$ cat src/sv/tcd_pkg.sv
// ----------------------------------------------------------------------------
// tcd_pkg
// Shared types, constants and the seven-segment decode for the turn counter.
// ----------------------------------------------------------------------------
package tcd_pkg;

	localparam int unsigned COUNT_W   = 14;
	localparam int unsigned DIGITS    = 4;
	localparam int unsigned DIGIT_W   = 4;
	localparam int unsigned POS_W     = 2;
	localparam int unsigned SEG_W     = 7;

	localparam logic [COUNT_W-1:0] COUNT_LIMIT      = 14'd9999;
	localparam logic [COUNT_W-1:0] PRESET_LOW_INIT  = 14'd100;
	localparam logic [COUNT_W-1:0] PRESET_HIGH_INIT = 14'd160;

	// configuration register indexes
	localparam logic CFG_PRESET_LOW  = 1'b0;
	localparam logic CFG_PRESET_HIGH = 1'b1;

	typedef enum logic [1:0] {
		IND_BELOW = 2'd0,
		IND_EQUAL = 2'd1,
		IND_ABOVE = 2'd2
	} indication_t;

	typedef struct packed {
		logic sensor_first;
		logic sensor_second;
		logic sensor_third;
		logic store_button;
		logic preset_low_button;
		logic clear_button;
		logic preset_high_button;
	} item_t;

	typedef struct packed {
		indication_t        indication;
		logic [POS_W-1:0]   digit_position;
		logic [SEG_W-1:0]   segment_pattern;
		logic [COUNT_W-1:0] turn_count;
	} result_t;

	// turn events found by the direction detector in one tick
	typedef struct packed {
		logic up;
		logic down;
	} turn_t;

	// bit0 = segment a ... bit6 = segment g; codes above nine show blank
	function automatic logic [SEG_W-1:0] seg_decode(input logic [DIGIT_W-1:0] d);
		logic [SEG_W-1:0] seg;
		unique case (d)
			4'd0:    seg = 7'h3F;
			4'd1:    seg = 7'h06;
			4'd2:    seg = 7'h5B;
			4'd3:    seg = 7'h4F;
			4'd4:    seg = 7'h66;
			4'd5:    seg = 7'h6D;
			4'd6:    seg = 7'h7D;
			4'd7:    seg = 7'h07;
			4'd8:    seg = 7'h7F;
			4'd9:    seg = 7'h6F;
			default: seg = '0;
		endcase
		return seg;
	endfunction

endpackage

$ cat src/sv/tcd_phase.sv
// ----------------------------------------------------------------------------
// tcd_phase
// Five-phase direction detector over the three position contacts.
// ----------------------------------------------------------------------------
module tcd_phase (
	input  logic           clk,
	input  logic           arst_n,
	input  logic           adv,
	input  tcd_pkg::item_t item,
	output tcd_pkg::turn_t turn
);

	typedef enum logic [2:0] {
		PH_IDLE         = 3'd0,
		PH_FIRST        = 3'd1,
		PH_FIRST_SECOND = 3'd2,
		PH_THIRD        = 3'd4,
		PH_THIRD_SECOND = 3'd5
	} phase_t;

	phase_t phase_q;
	phase_t ph;
	logic   s1, s2, s3;

	assign s1 = item.sensor_first;
	assign s2 = item.sensor_second;
	assign s3 = item.sensor_third;

	// each rule sees the phase left by the rules above it
	always_comb begin
		ph        = phase_q;
		turn.up   = 1'b0;
		turn.down = 1'b0;
		if (ph == PH_IDLE && s1) ph = PH_FIRST;
		if (ph == PH_FIRST && s3) ph = PH_THIRD;
		if (ph == PH_FIRST && s2) ph = PH_FIRST_SECOND;
		if (ph == PH_FIRST_SECOND && s3) begin
			ph      = PH_FIRST;
			turn.up = 1'b1;
		end
		if (ph == PH_FIRST_SECOND && s1) ph = PH_FIRST;
		if (ph == PH_IDLE && s3) ph = PH_THIRD;
		if (ph == PH_THIRD && s1) ph = PH_FIRST;
		if (ph == PH_FIRST && s3) ph = PH_THIRD;
		if (ph == PH_THIRD && s2) ph = PH_THIRD_SECOND;
		if (ph == PH_THIRD_SECOND && s1) begin
			ph        = PH_FIRST;
			turn.down = 1'b1;
		end
		if (ph == PH_THIRD_SECOND && s3) ph = PH_THIRD;
	end

	always_ff @(posedge clk or negedge arst_n) begin
		if (!arst_n) begin
			phase_q <= PH_IDLE;
		end else if (adv) begin
			phase_q <= ph;
		end
	end

endmodule

$ cat src/sv/tcd_count.sv
// ----------------------------------------------------------------------------
// tcd_count
// Turn count in binary and decimal digits, target, compare and digit scan.
// ----------------------------------------------------------------------------
module tcd_count (
	input  logic                            clk,
	input  logic                            arst_n,
	input  logic                            adv,
	input  tcd_pkg::item_t                  item,
	input  tcd_pkg::turn_t                  turn,
	input  logic [tcd_pkg::COUNT_W-1:0]     preset_low,
	input  logic [tcd_pkg::COUNT_W-1:0]     preset_high,
	output tcd_pkg::result_t                result
);

	logic [tcd_pkg::COUNT_W-1:0] cnt_q, target_q;
	logic [tcd_pkg::DIGITS-1:0][tcd_pkg::DIGIT_W-1:0] bcd_q;
	logic [tcd_pkg::POS_W-1:0]   scan_q;

	logic [tcd_pkg::COUNT_W-1:0] cnt_mid, cnt_clr, cnt_nxt, target_nxt;
	logic [tcd_pkg::DIGITS-1:0][tcd_pkg::DIGIT_W-1:0] bcd_inc, bcd_dec, bcd_mid, bcd_nxt;
	logic                        carry, borrow, at_zero;
	tcd_pkg::indication_t        ind;

	assign at_zero = (cnt_q == '0);

	// decimal digits follow the binary count step for step
	always_comb begin
		carry  = 1'b1;
		borrow = 1'b1;
		for (int i = 0; i < tcd_pkg::DIGITS; i++) begin
			bcd_inc[i] = bcd_q[i];
			bcd_dec[i] = bcd_q[i];
			if (carry) begin
				if (bcd_q[i] == 4'd9) begin
					bcd_inc[i] = '0;
				end else begin
					bcd_inc[i] = bcd_q[i] + 4'd1;
					carry      = 1'b0;
				end
			end
			if (borrow) begin
				if (bcd_q[i] == '0) begin
					bcd_dec[i] = 4'd9;
				end else begin
					bcd_dec[i] = bcd_q[i] - 4'd1;
					borrow     = 1'b0;
				end
			end
		end
	end

	// up and down in one tick cancel: the up turn comes first, so zero never blocks it
	always_comb begin
		cnt_mid = cnt_q;
		bcd_mid = bcd_q;
		if (turn.up && !turn.down) begin
			cnt_mid = cnt_q + 14'd1;
			bcd_mid = bcd_inc;
		end else if (turn.down && !turn.up && !at_zero) begin
			cnt_mid = cnt_q - 14'd1;
			bcd_mid = bcd_dec;
		end
	end

	// buttons in order: store, preset low, clear, preset high
	always_comb begin
		target_nxt = target_q;
		if (item.store_button)       target_nxt = cnt_mid;
		if (item.preset_low_button)  target_nxt = preset_low;
		if (item.preset_high_button) target_nxt = preset_high;
		cnt_clr = item.clear_button ? '0 : cnt_mid;
	end

	always_comb begin
		priority if (cnt_clr < target_nxt) begin
			ind = tcd_pkg::IND_BELOW;
		end else if (cnt_clr == target_nxt) begin
			ind = tcd_pkg::IND_EQUAL;
		end else begin
			ind = tcd_pkg::IND_ABOVE;
		end
	end

	// wrap after the compare
	always_comb begin
		if (item.clear_button || cnt_clr > tcd_pkg::COUNT_LIMIT) begin
			cnt_nxt = '0;
			bcd_nxt = '0;
		end else begin
			cnt_nxt = cnt_clr;
			bcd_nxt = bcd_mid;
		end
	end

	always_comb begin
		result.indication      = ind;
		result.digit_position  = scan_q;
		result.segment_pattern = tcd_pkg::seg_decode(bcd_nxt[scan_q]);
		result.turn_count      = cnt_nxt;
	end

	always_ff @(posedge clk or negedge arst_n) begin
		if (!arst_n) begin
			cnt_q    <= '0;
			bcd_q    <= '0;
			target_q <= '0;
			scan_q   <= '0;
		end else if (adv) begin
			cnt_q    <= cnt_nxt;
			bcd_q    <= bcd_nxt;
			target_q <= target_nxt;
			scan_q   <= scan_q + 2'd1;
		end
	end

endmodule

$ cat src/sv/turn_counter_with_target_display.sv
// ----------------------------------------------------------------------------
// turn_counter_with_target_display
// Counts turns from three position contacts, compares with a target and
// scans one decimal digit per item out as a seven-segment pattern.
// ----------------------------------------------------------------------------
//  channel  | handshake                   | payload
//  ---------+-----------------------------+-------------------------------
//  item     | item_valid / item_stall     | tcd_pkg::item_t, 7 bits
//  result   | result_valid / result_stall | tcd_pkg::result_t, 25 bits
//  config   | cfg_write, cfg_index        | cfg_data, 14 bits
//
// One item per cycle while no result stall holds the items back; a taken item
// goes through the input register, then the result register, where its result
// can be taken. The state update and the digit decode sit between the two
// registers. Reset clears the count, target, phase and scan position and
// loads the presets with 100 and 160.
// A stalled result holds the result register; the input register keeps
// taking items until it is full behind it.
// ----------------------------------------------------------------------------
module turn_counter_with_target_display (
	input  logic                        clk,
	input  logic                        arst_n,
	input  logic                        item_valid,
	output logic                        item_stall,
	input  tcd_pkg::item_t              item,
	output logic                        result_valid,
	input  logic                        result_stall,
	output tcd_pkg::result_t            result,
	input  logic                        cfg_write,
	input  logic                        cfg_index,
	input  logic [tcd_pkg::COUNT_W-1:0] cfg_data
);

	logic                        valid_s1;
	tcd_pkg::item_t              item_s1;
	logic                        adv;
	tcd_pkg::turn_t              turn;
	tcd_pkg::result_t            result_nxt;
	logic [tcd_pkg::COUNT_W-1:0] preset_low_q, preset_high_q;

	// advance the input item whenever the result register is free or draining
	assign adv        = valid_s1 && (!result_valid || !result_stall);
	assign item_stall = valid_s1 && !adv;

	always_ff @(posedge clk or negedge arst_n) begin
		if (!arst_n) begin
			preset_low_q  <= tcd_pkg::PRESET_LOW_INIT;
			preset_high_q <= tcd_pkg::PRESET_HIGH_INIT;
		end else if (cfg_write) begin
			unique case (cfg_index)
				tcd_pkg::CFG_PRESET_LOW:  preset_low_q  <= cfg_data;
				tcd_pkg::CFG_PRESET_HIGH: preset_high_q <= cfg_data;
				default:                  preset_low_q  <= preset_low_q;
			endcase
		end
	end

	always_ff @(posedge clk or negedge arst_n) begin
		if (!arst_n) begin
			valid_s1 <= 1'b0;
		end else if (!item_stall) begin
			valid_s1 <= item_valid;
		end
	end

	always_ff @(posedge clk) begin
		if (item_valid && !item_stall) begin
			item_s1 <= item;
		end
	end

	tcd_phase u_phase (
		.clk    (clk),
		.arst_n (arst_n),
		.adv    (adv),
		.item   (item_s1),
		.turn   (turn)
	);

	tcd_count u_count (
		.clk         (clk),
		.arst_n      (arst_n),
		.adv         (adv),
		.item        (item_s1),
		.turn        (turn),
		.preset_low  (preset_low_q),
		.preset_high (preset_high_q),
		.result      (result_nxt)
	);

	always_ff @(posedge clk or negedge arst_n) begin
		if (!arst_n) begin
			result_valid <= 1'b0;
		end else if (adv) begin
			result_valid <= 1'b1;
		end else if (!result_stall) begin
			result_valid <= 1'b0;
		end
	end

	always_ff @(posedge clk) begin
		if (adv) begin
			result <= result_nxt;
		end
	end

`ifndef SYNTH
	a_count_in_range: assert property (@(posedge clk) disable iff (!arst_n)
		result_valid |-> result.turn_count <= tcd_pkg::COUNT_LIMIT)
		else $error("turn count above limit");

	a_digit_not_blank: assert property (@(posedge clk) disable iff (!arst_n)
		result_valid |-> result.segment_pattern != '0)
		else $error("scanned digit decoded blank");

	a_stall_only_when_full: assert property (@(posedge clk) disable iff (!arst_n)
		item_stall |-> valid_s1 && result_valid && result_stall)
		else $error("item stalled with room in the pipeline");

	a_scan_advances: assert property (@(posedge clk) disable iff (!arst_n)
		adv && $past(adv) && $past(arst_n) |=>
			result.digit_position == $past(result.digit_position) + 2'd1)
		else $error("digit scan skipped a position");
`endif

endmodule

$ cat config.mk
export PLATFORM = sky130hd
export DESIGN_NAME = turn_counter_with_target_display
export DESIGN_NICKNAME = d
export VERILOG_FILES = /design/src/sv/tcd_pkg.sv /design/src/sv/tcd_phase.sv /design/src/sv/tcd_count.sv /design/src/sv/turn_counter_with_target_display.sv
export SDC_FILE = /design/constraint.sdc
export NUM_CORES = 1
export LEC_CHECK = 0
export BUFFER_PORTS_ARGS = -buffer_cell sky130_fd_sc_hd__buf_2
export CAP_MARGIN = 20
export CELL_PAD_IN_SITES_DETAIL_PLACEMENT = 1
export CELL_PAD_IN_SITES_GLOBAL_PLACEMENT = 1
export CORE_MARGIN = 2
export CORE_UTILIZATION = 40
export CTS_CLUSTER_DIAMETER = 60
export DETAILED_ROUTE_END_ITERATION = 6
export HOLD_SLACK_MARGIN = 0.15
export PLACE_DENSITY_LB_ADDON = 0.1
export SETUP_SLACK_MARGIN = 0.3
export SLEW_MARGIN = 10
export SYNTH_ARGS = -nofsm -noshare
export SYNTH_HDL_FRONTEND = slang
export SYNTH_SLANG_ARGS = --single-unit
$ cat constraint.sdc
create_clock -name clk -period 5.2 [get_ports clk]
set_clock_uncertainty 0.05 [all_clocks]
set_input_delay 0.78 -clock clk [delete_from_list [all_inputs] [get_ports clk]]
set_output_delay 0.78 -clock clk [all_outputs]
set_load 0.005 [all_outputs]
# [After elaboration in Yosys (flattened, before gate mapping)]
# Memory sizes are Yosys's and may differ from the RTL's. A register that Yosys moved wholly into a read port is not among the register bits.
# Cells that the tools add are included.
[totals] regBits=104 rom_bits=112 input_bits=27 output_inout_bits=27 wordCells=140 n_memories=1
[classes] addsub=11 n_lt_le_gt_ge=3 n_eq_ne=15 muxes=52 bitwise=1 reduce_logical=35
[memory_table] name="(name not given)" depth=16 word_bits=7 read_ports=1 rd_ports_with_merged_regs=1 write_ports=0 line_no="tcd_pkg.sv:53" rtl="unique case (d)"
[ops] operator="14-bit two-way mux" count=7
[ops] operator="4-bit two-way mux" count=15
[ops] operator="16-bit two-way mux" count=3
[ops] operator="3-bit two-way mux" count=11
[ops] operator="1-bit logical AND" count=17
[ops] operator="4-bit by 1-bit adder with 4-bit output (second input constant)" count=4
[ops] operator="4-bit equality test (second input constant)" count=4
[ops] operator="4-bit logical NOT" count=4
[ops] operator="4-bit by 1-bit subtractor with 4-bit output (second input constant)" count=4
[ops] operator="14-bit by 1-bit adder with 14-bit output (second input constant)" count=1
[ops] operator="14-bit equality test" count=1
[ops] operator="14-bit greater-than comparator (second input constant)" count=1
[ops] operator="14-bit logical NOT" count=1
[ops] operator="14-bit less-than comparator" count=1
[ops] operator="1-bit two-way mux" count=14
[ops] operator="14-bit by 1-bit subtractor with 14-bit output (second input constant)" count=1
[ops] operator="3-bit equality test (second input constant)" count=4
[ops] operator="3-bit by 1-bit equality test with 1-bit output (second input constant)" count=3
[ops] operator="4-bit binary-select mux with 2-bit select" count=1
[ops] operator="1-bit logical NOT" count=7
[ops] operator="3-bit by 2-bit equality test with 1-bit output (second input constant)" count=2
[ops] operator="3-bit logical NOT" count=2
[ops] operator="2-bit AND reduction" count=2
[ops] operator="2-bit by 3-bit less-than comparator with 1-bit output (second input constant)" count=1
[ops] operator="5 further kinds" count=6

# [Logic depth before layout (Yosys ltp)]
# Gate-level depths: netlist of the first run.
[logic_depth] depth_word=40 ltp_mapped=21 mapped_depth_nobuf=20

# [Cells and area by module]
# From an unflattened synthesis of the first run, not the netlist that was laid out.
[unflattened] cells_unflattened=794 hier_area_um2=7548.5
[by_module_without_submodules] mod="tcd_count" n_inst=1 cells_each=659 area_per_inst_um2=5094.9 seq_area_each_um2=1151.1
[by_module_without_submodules] mod="turn_counter_with_target_display" n_inst=1 cells_each=100 area_per_inst_um2=2187.1 seq_area_each_um2=1717.9
[by_module_without_submodules] mod="tcd_phase" n_inst=1 cells_each=35 area_per_inst_um2=266.5 seq_area_each_um2=75.1

# [Least setup slack after synthesis of the first run]
# No wires, ideal clock.
[synth_timing] kind="register -> register" from="register u_count.cnt_q[1] (netlist name)" to="register result[23] (netlist name) (data pin)" setup_ns=0.267 t_arrival_ns=3.558 required_time_ns=4.883 setup_slack_ns=1.326 path_stages_with_launch=22 n_path_buf=1 synth_period_minus_slack_ns=3.874 path_cell_list="dfrtp_1 -> inv_1 -> ha_1 -> nor3b_4 -> nand4_1 -> buf_2 -> nand2_1 -> nand2_1 -> o21a_1 -> xnor2_1 -> a211oi_1 -> o22ai_1 -> ha_1 -> a21o_1 -> a21oi_1 -> nor2b_1 -> o21ai_0 -> nand2b_1 -> a21oi_1 -> nor2b_1 -> o21ai_0 -> a31oi_1"
[synth_via] elab_chain_cells=10 word_cells_on_any_way=14 classes_between="add/sub (2); order compare (1); eq/ne (1); mux (7); reduce/logical (3)"
[synth_rtl] item="start: declaration" line_no="tcd_count.sv:16" rtl="logic [tcd_pkg::COUNT_W-1:0] cnt_q, target_q;"
[synth_rtl] item="start signal: assignment" line_no="tcd_count.sv:110" rtl="cnt_q <= cnt_nxt;"
[synth_rtl] item="parallel branches: the longest is 4 deep, another holds 14-bit by 1-bit subtractor with 14-bit output"
[synth_rtl] item="14-bit two-way mux (*)" line_no="tcd_count.sv:57" rtl="if (turn.up && !turn.down) begin"
[synth_rtl] item="parallel branches: the longest is 5 deep, another holds 14-bit less-than comparator"
[synth_rtl] item="end signal: assignment" line_no="turn_counter_with_target_display.sv:103" rtl="result <= result_nxt;"
[synth_rtl] item="end: declaration" line_no="turn_counter_with_target_display.sv:28" rtl="output tcd_pkg::result_t result,"
# Every way passes the cells marked *.
# A chain may end at the register's enable or synchronous reset.

# [Worst setup path after layout of the first run]
[layout_timing] from="register u_phase.phase_q[2]" to="register result[24] (netlist name) (data pin)"
[layout_via] elab_chain_cells=39 word_cells_on_any_way=45 classes_between="order compare (1); eq/ne (9); mux (18); reduce/logical (17)"
[layout_rtl] item="start: declaration" line_no="tcd_phase.sv:21" rtl="phase_t phase_q;"
[layout_rtl] item="start signal: assignment" line_no="tcd_phase.sv:57" rtl="phase_q <= ph;"
[layout_rtl] item="3-bit logical NOT" line_no="tcd_phase.sv:34" rtl="if (ph == PH_IDLE && s1) ph = PH_FIRST;"
[layout_rtl] item="1-bit logical AND" line_no="tcd_phase.sv:34"
[layout_rtl] item="3-bit two-way mux (*)" line_no="tcd_phase.sv:34"
[layout_rtl] item="3-bit by 1-bit equality test with 1-bit output" line_no="tcd_phase.sv:35" rtl="if (ph == PH_FIRST && s3) ph = PH_THIRD;"
[layout_rtl] item="1-bit logical AND" line_no="tcd_phase.sv:35"
[layout_rtl] item="3-bit two-way mux (*)" line_no="tcd_phase.sv:35"
[layout_rtl] item="3-bit by 1-bit equality test with 1-bit output" line_no="tcd_phase.sv:36" rtl="if (ph == PH_FIRST && s2) ph = PH_FIRST_SECOND;"
[layout_rtl] item="1-bit logical AND" line_no="tcd_phase.sv:36"
[layout_rtl] item="[18 not listed]"
[layout_rtl] item="3-bit two-way mux" line_no="tcd_phase.sv:45" rtl="if (ph == PH_THIRD && s2) ph = PH_THIRD_SECOND;"
[layout_rtl] item="3-bit equality test" line_no="tcd_phase.sv:46" rtl="if (ph == PH_THIRD_SECOND && s1) begin"
[layout_rtl] item="1-bit logical AND" line_no="tcd_phase.sv:46"
[layout_rtl] item="1-bit two-way mux" line_no="tcd_phase.sv:46"
[layout_rtl] item="1-bit logical AND (2 in a row)" line_no="tcd_count.sv:60" rtl="end else if (turn.down && !turn.up && !at_zero) begin"
[layout_rtl] item="14-bit two-way mux" line_no="tcd_count.sv:60"
[layout_rtl] item="14-bit two-way mux (*)" line_no="tcd_count.sv:57"
[layout_rtl] item="parallel branches: the longest is 5 deep, another holds 14-bit less-than comparator"
# Marks and branches as above.

==> metrics, run 1 <==
core area 0.0180 sq mm; final hold vios 0; Die X 140 microns; initial core utilization 0.408; initial antenna violation count 1; layout cells sized above 1 0.208; Main synth FF type dfrtp_1; CP arrival 4.47 ns; Placed Instance Area 0.00770 sq mm; HPWL after DPL 16400 microns; Max-slew headroom 0.200; Seq cells post-synth 111; Critical Path RT 5.26 ns; pre-CTS setup slack 0.520 ns; most common cell after layout, fill and taps aside nand2_1; Ports 54; Max Freq 227 MHz; Startpoint Class register; htree depth 3; Post-synth EDFFs 32; Worst-path clk slew 0.08 ns; detail-routed net length per standard cell 22.1 microns; min-delay worst type in -> async; final non-filler cell area 0.00805 sq mm; I/O Buffers 53; Tot GR Track Use 0.239; Final ANT Viol Nets 0; Mapped Area 0.00736 sq mm; Yosys cell types 93; Slew @ Worst Pin 1.18 ns; Pins Over Slew Limit 0; Worst Path Max Fanout 11; clock root cell clkbuf_16; DR iter-0 viols 315; GRT overflow 0; setup ws final 0.797 ns; fin nets 860; Routed WL 22800 microns; drt drc 0; die area 0.0195 sq mm; total power 2.38 mW; max cap viols 0; Final Cycle Share 0.847; RD Place Congestion 0.887; vias in the first global route 6474; Synth Instances 774; clock tree sinks 111; status completed; first-pass GRT wire length 36800 microns; TritonRoute pass-1 iters 5; Synth warnings 0; CTS tree built; RSZ-0062 raised after global routing no; ANT cells 0; area delta synth->final 9.34%; Vias 6203; worst setup path class reg -> reg; Num CTS Buffers 9; Tmin final 4.40 ns; PwrDens 296 mW/mm^2; syn nets 835; worst vdd ir 0.000166 V; TNS Setup 0 ns; Die Y 140 microns; # rows 49; asr flop ratio synth 0.712; largest net degree at the start of global routing 64; Worst-Skew Late Latency 0.37 ns; CTS Buffer Depth 2; Avg Vias per Cell 6.00; Final Setup Violations 0; post-synthesis sequential area ratio 0.400; leak pwr 3.28 nW; Crit. End Element register; Mean Syn Cell Area 9.51 sq um; post-layout util 0.446; Fillers 2066; most frequent cells in the layout nand2_1 (85), dfrtp_1 (74), o21ai_0 (55), nor2_1 (52), buf_2 (52)
[sequential cells by signal, indices dropped and copies added (netlist names)]
name,flops
item_s1,7
u_count.bcd_q,16
preset_high_q,14
u_count.cnt_q,14
result_valid,1
u_phase.phase_q,3
u_count.target_q,14
preset_low_q,14
valid_s1,1
u_count.scan_q,2
result,25
[kinds of logic after synthesis]
group,synth area share
multiplexers,0.0799
flip-flops,0.400
AND/OR/NAND/NOR,0.198
buffers and inverters,0.0622
XOR/XNOR,0.0177
AO/OA/AOI/OAI,0.184
adder cells (fa/ha/maj),0.0578
[synthesized netlist by cell type, types with 12 or more instances]
| library cell | instances | area [sq um] |
|---|---|---|
| a21oi_1 | 38 | 190 |
| a31oi_1 | 12 | 75.1 |
| buf_2 | 14 | 70.1 |
| clkbuf_1 | 25 | 93.8 |
| dfrtp_1 | 74 | 1850 |
| edfxtp_1 | 32 | 961 |
| ha_1 | 34 | 425 |
| inv_1 | 32 | 120 |
| mux2_2 | 34 | 383 |
| mux2i_1 | 16 | 160 |
| nand2_1 | 86 | 323 |
| nand3_1 | 21 | 105 |
| nand4_1 | 17 | 106 |
| nor2_1 | 52 | 195 |
| o21ai_0 | 55 | 275 |
| o22ai_1 | 12 | 75.1 |
| o31ai_1 | 15 | 113 |
[critical path, cell delays in order, from the launching register on]
cell and delay [ns]:
dfrtp_1 0.50, nand4bb_1 0.48, nor2_1 0.48, buf_4 0.26, a211oi_1 0.07, a21oi_1 0.28, a211oi_1 0.14, a211o_1 0.31
o21ai_0 0.12, ha_1 0.29, nor2b_1 0.13, o21a_1 0.17, o21a_1 0.16, o21ai_0 0.17, nand2b_1 0.08, a21oi_1 0.18
or3_1 0.17, a31oi_1 0.09
[metrics by stage]
step	hold slack (ns)	cells
5_1_grt	0.267	1033
3_3_place_gp	0.412	1013
6_report	0.255	1033
3_5_place_dp	0.420	1013
4_1_cts	0.265	1029
2_1_floorplan	0.391	774
[final timing paths]
kind | startpoint | endpoint | slack (ns) | cells past startpoint
max | u_phase.phase_q[2]$_DFFE_PN0P_ | result[24]$_SDFFCE_PN0P_ | 0.80 | 17
min | arst_n | u_count.bcd_q[5]$_DFFE_PN0P_ | 0.26 | 1
max reg2reg | u_phase.phase_q[2]$_DFFE_PN0P_ | result[24]$_SDFFCE_PN0P_ | 0.80 | 17
min reg2reg | u_count.target_q[12]$_DFFE_PN0P_ | u_count.target_q[12]$_DFFE_PN0P_ | 0.44 | 2
max in group asynchronous | arst_n | u_count.target_q[9]$_DFFE_PN0P_ | 3.73 | 2
min in group clk | u_count.target_q[12]$_DFFE_PN0P_ | u_count.target_q[12]$_DFFE_PN0P_ | 0.44 | 2
[layer usage]
layer / wire length [microns] / vias up / track usage / share of wire
li1: - / 2905 / - / -
met2: 10800 / 109 / 0.392 / 0.47
met1: 11000 / 3168 / 0.339 / 0.48
met5: 0 / - / 0 / 0
met3: 731 / 21 / 0.0320 / 0.032
met4: 286 / 0 / 0.0526 / 0.013
[final cells by class]
class	instances	area [sq um]	share of cell area
Clock buffer	11	264	0.0328
Clock inverter	5	43.8	0.00544
Inverter	34	128	0.0159
Multi-Input combinational cell	573	3970	0.494
Sequential cell	111	2940	0.366
Tap cell	229	287	0.0356
Timing Repair Buffer	70	408	0.0507
[report_power, final]
part / internal (mW) / leakage [nW] / switching, mW
logic: 0.233 / 1.84 / 0.308
registers: 1.01 / 1.29 / 0.100
clock network: 0.376 / 0.154 / 0.355
[timing repair]
item                                   in CTS  in global routing
gates resized for setup                     0                  3
hold buffers                                0                  0
setup endpoints to repair                   0                  3
endpoints found under the hold margin       0                  0
setup buffers                               0                  4
Power figures use the tool's default switching activity.
==> run 2, diff against run 1 <==
clock period = 3.79 ns   (was 5.2 ns; I/O delays follow)
==> run 2 against run 1 <==
Against the previous run: core utilization increased by 6.7 points; non-clock buffer count increased by 98; maximum frequency increased by 17%; design area increased by 15%; sequential cell count unchanged; sequential share of layout area is 4.7 points lower; critical path depth rose by 3; cell count is 9.5% higher; first-iteration DRC count up 35%; register-to-register slack lost 0.78 ns.
==> metrics, run 2 (synthesis gave the netlist of run 1 again) <==
hold buffer count at cts 0 (unchanged); min-delay worst type in -> async; biggest regs result (25), u_count.bcd_q (16); Crit. End Element register; Num CTS Buffers 9 (unchanged); Worst Path Max Fanout 7 (-4); Ports 54 (unchanged); final hold vios 0 (unchanged); Avg Vias per Cell 5.96 (-0.80%); most frequent cells in the layout buf_4 (110), nand2_1 (81), dfrtp_1 (68), buf_2 (52), nor2_1 (49); Die Y 140 microns (unchanged); # rows 49 (unchanged); area delta synth->final 25.7%; clock root cell clkbuf_16; CP arrival 3.83 ns (-0.64 ns); CTS tree built; RD Place Congestion 0.889 (+0.16%); worst vdd ir 0.000298 V (+80%); htree depth 3 (unchanged); status completed; ANT cells 0 (unchanged); Routed WL 24700 microns (+8.0%); CTS Buffer Depth 2 (unchanged); clock tree sinks 111 (unchanged); drt drc 0 (unchanged); detail-routed net length per standard cell 21.8 microns (-1.3%); PwrDens 377 mW/mm^2 (+28%); layout cells sized above 1 0.376 (+0.168); Tot GR Track Use 0.254 (+0.0149); Tmin final 3.77 ns (-0.634 ns); final non-filler cell area 0.00925 sq mm (+15%); Placed Instance Area 0.00829 sq mm (+7.7%); Final Setup Violations 0 (unchanged); max cap viols 0 (unchanged); Worst-Skew Late Latency 0.37 ns (about the same); Max Freq 265 MHz (+17%); core area 0.0180 sq mm (unchanged); die area 0.0195 sq mm (unchanged); Pins Over Slew Limit 0 (unchanged); Startpoint Class register; largest register by flop count result; setup ws final 0.0208 ns (-0.776 ns); Max-slew headroom 0.318 (+0.118); initial core utilization 0.408 (unchanged); worst setup path class reg -> reg; Final Cycle Share 0.995 (+0.148); most common cell after layout, fill and taps aside buf_4; GRT overflow 0 (unchanged); largest net degree at the start of global routing 65 (+1.6%); Slew @ Worst Pin 1.02 ns (-0.162 ns); Post-Layout Cell Count 1131 (+9.5%); RSZ-0062 raised after global routing yes; pre-CTS setup slack -0.0587 ns (-0.579 ns); leak pwr 3.85 nW (+17%); Final ANT Viol Nets 0 (unchanged); HPWL after DPL 17900 microns (+8.9%); number of flip-flops in the largest register 25 (unchanged); fin nets 958 (+11%); I/O Buffers 53 (unchanged); Die X 140 microns (unchanged); Critical Path RT 3.85 ns (-1.41 ns); first-pass GRT wire length 39000 microns (+5.9%); DR iter-0 viols 425 (+35%); initial antenna violation count 0 (-1); vias in the first global route 7020 (+8.4%); Vias 6737 (+8.6%); DP Cell Count 1086 (+7.2%); TritonRoute pass-1 iters 5 (unchanged); Worst-path clk slew 0.08 ns (about the same)
[run 2: area by class of cell]
| class | count | area [sq um] |
|---|---|---|
| flip-flops and latches | 111 | 2950 |
| fillers | 2060 | 8780 |
| clock buffers | 10 | 239 |
| inverters | 34 | 128 |
| clock inverters | 6 | 57.6 |
| repair buffers | 168 | 1160 |
| well taps | 229 | 287 |
| multi-input cells | 573 | 4420 |
[run 2: worst max-delay path: stages, from the launching register on]
cell and delay [ns]:
dfrtp_2 0.43, inv_2 0.09, ha_4 0.14, nor3b_4 0.25, nand4_1 0.16, buf_6 0.17, buf_4 0.17, nand4_1 0.12
a221oi_2 0.07, mux2i_1 0.25, o21ai_1 0.10, mux2i_1 0.27, ha_1 0.31, a21oi_2 0.15, nor2b_1 0.06, o21ai_1 0.15
nand2b_1 0.10, a21oi_2 0.12, nor2b_1 0.05, o21ai_1 0.17, a31oi_1 0.10
[run 2: per-stage QoR]
stage	utilization	power (mW)	TNS [ns]	hold WS [ns]
CTS	0.493	3.43	0	0.254
global placement	0.460	2.33	-0.166	0.412
global route	0.513	3.65	-0.377	0.291
detailed placement	0.460	2.37	-0.111	0.428
finish	0.513	3.49	0	0.247
floorplan	-	2.06	0	0.223
[run 2: path summary, 6_finish.rpt]
kind | start | to | slack (ns) | cells after the start
worst max register to register | u_count.cnt_q[0]$_DFFE_PN0P_ | result[24]$_SDFFCE_PN0P_ | 0.02 | 20
max in group asynchronous | arst_n | preset_low_q[2]$_DFFE_PN1P_ | 2.52 | 2
min in group clk | item[3] | item_s1[3]$_DFFE_PP_ | 0.31 | 1
worst min register to register | u_count.target_q[3]$_DFFE_PN0P_ | u_count.target_q[3]$_DFFE_PN0P_ | 0.44 | 2
worst max-delay path | u_count.cnt_q[0]$_DFFE_PN0P_ | result[24]$_SDFFCE_PN0P_ | 0.02 | 20
worst min-delay path | arst_n | u_count.bcd_q[10]$_DFFE_PN0P_ | 0.25 | 1
[run 2: layer usage]
layer | vias to the layer above | global-route usage | wire [microns]
met2 | 168 | 0.420 | 11700
met4 | 0 | 0.0663 | 489
met1 | 3424 | 0.353 | 11600
met5 | - | 0 | 0
li1 | 3109 | - | -
met3 | 36 | 0.0337 | 883
[run 2: timing repair]
action | in CTS | in global routing
gates resized for setup | 45 | 54
endpoints found under the setup margin | 9 | 13
gates cloned | 0 | 0
hold endpoints to repair | 0 | 0
pin swaps | 18 | 24
setup buffers | 18 | 11
[run 2: power by group]
group	switching, mW	total, mW	internal, mW
sequential	0.119	1.50	1.38
clock	0.507	0.990	0.482
combinational	0.541	0.998	0.457
total	1.17	3.49	2.32
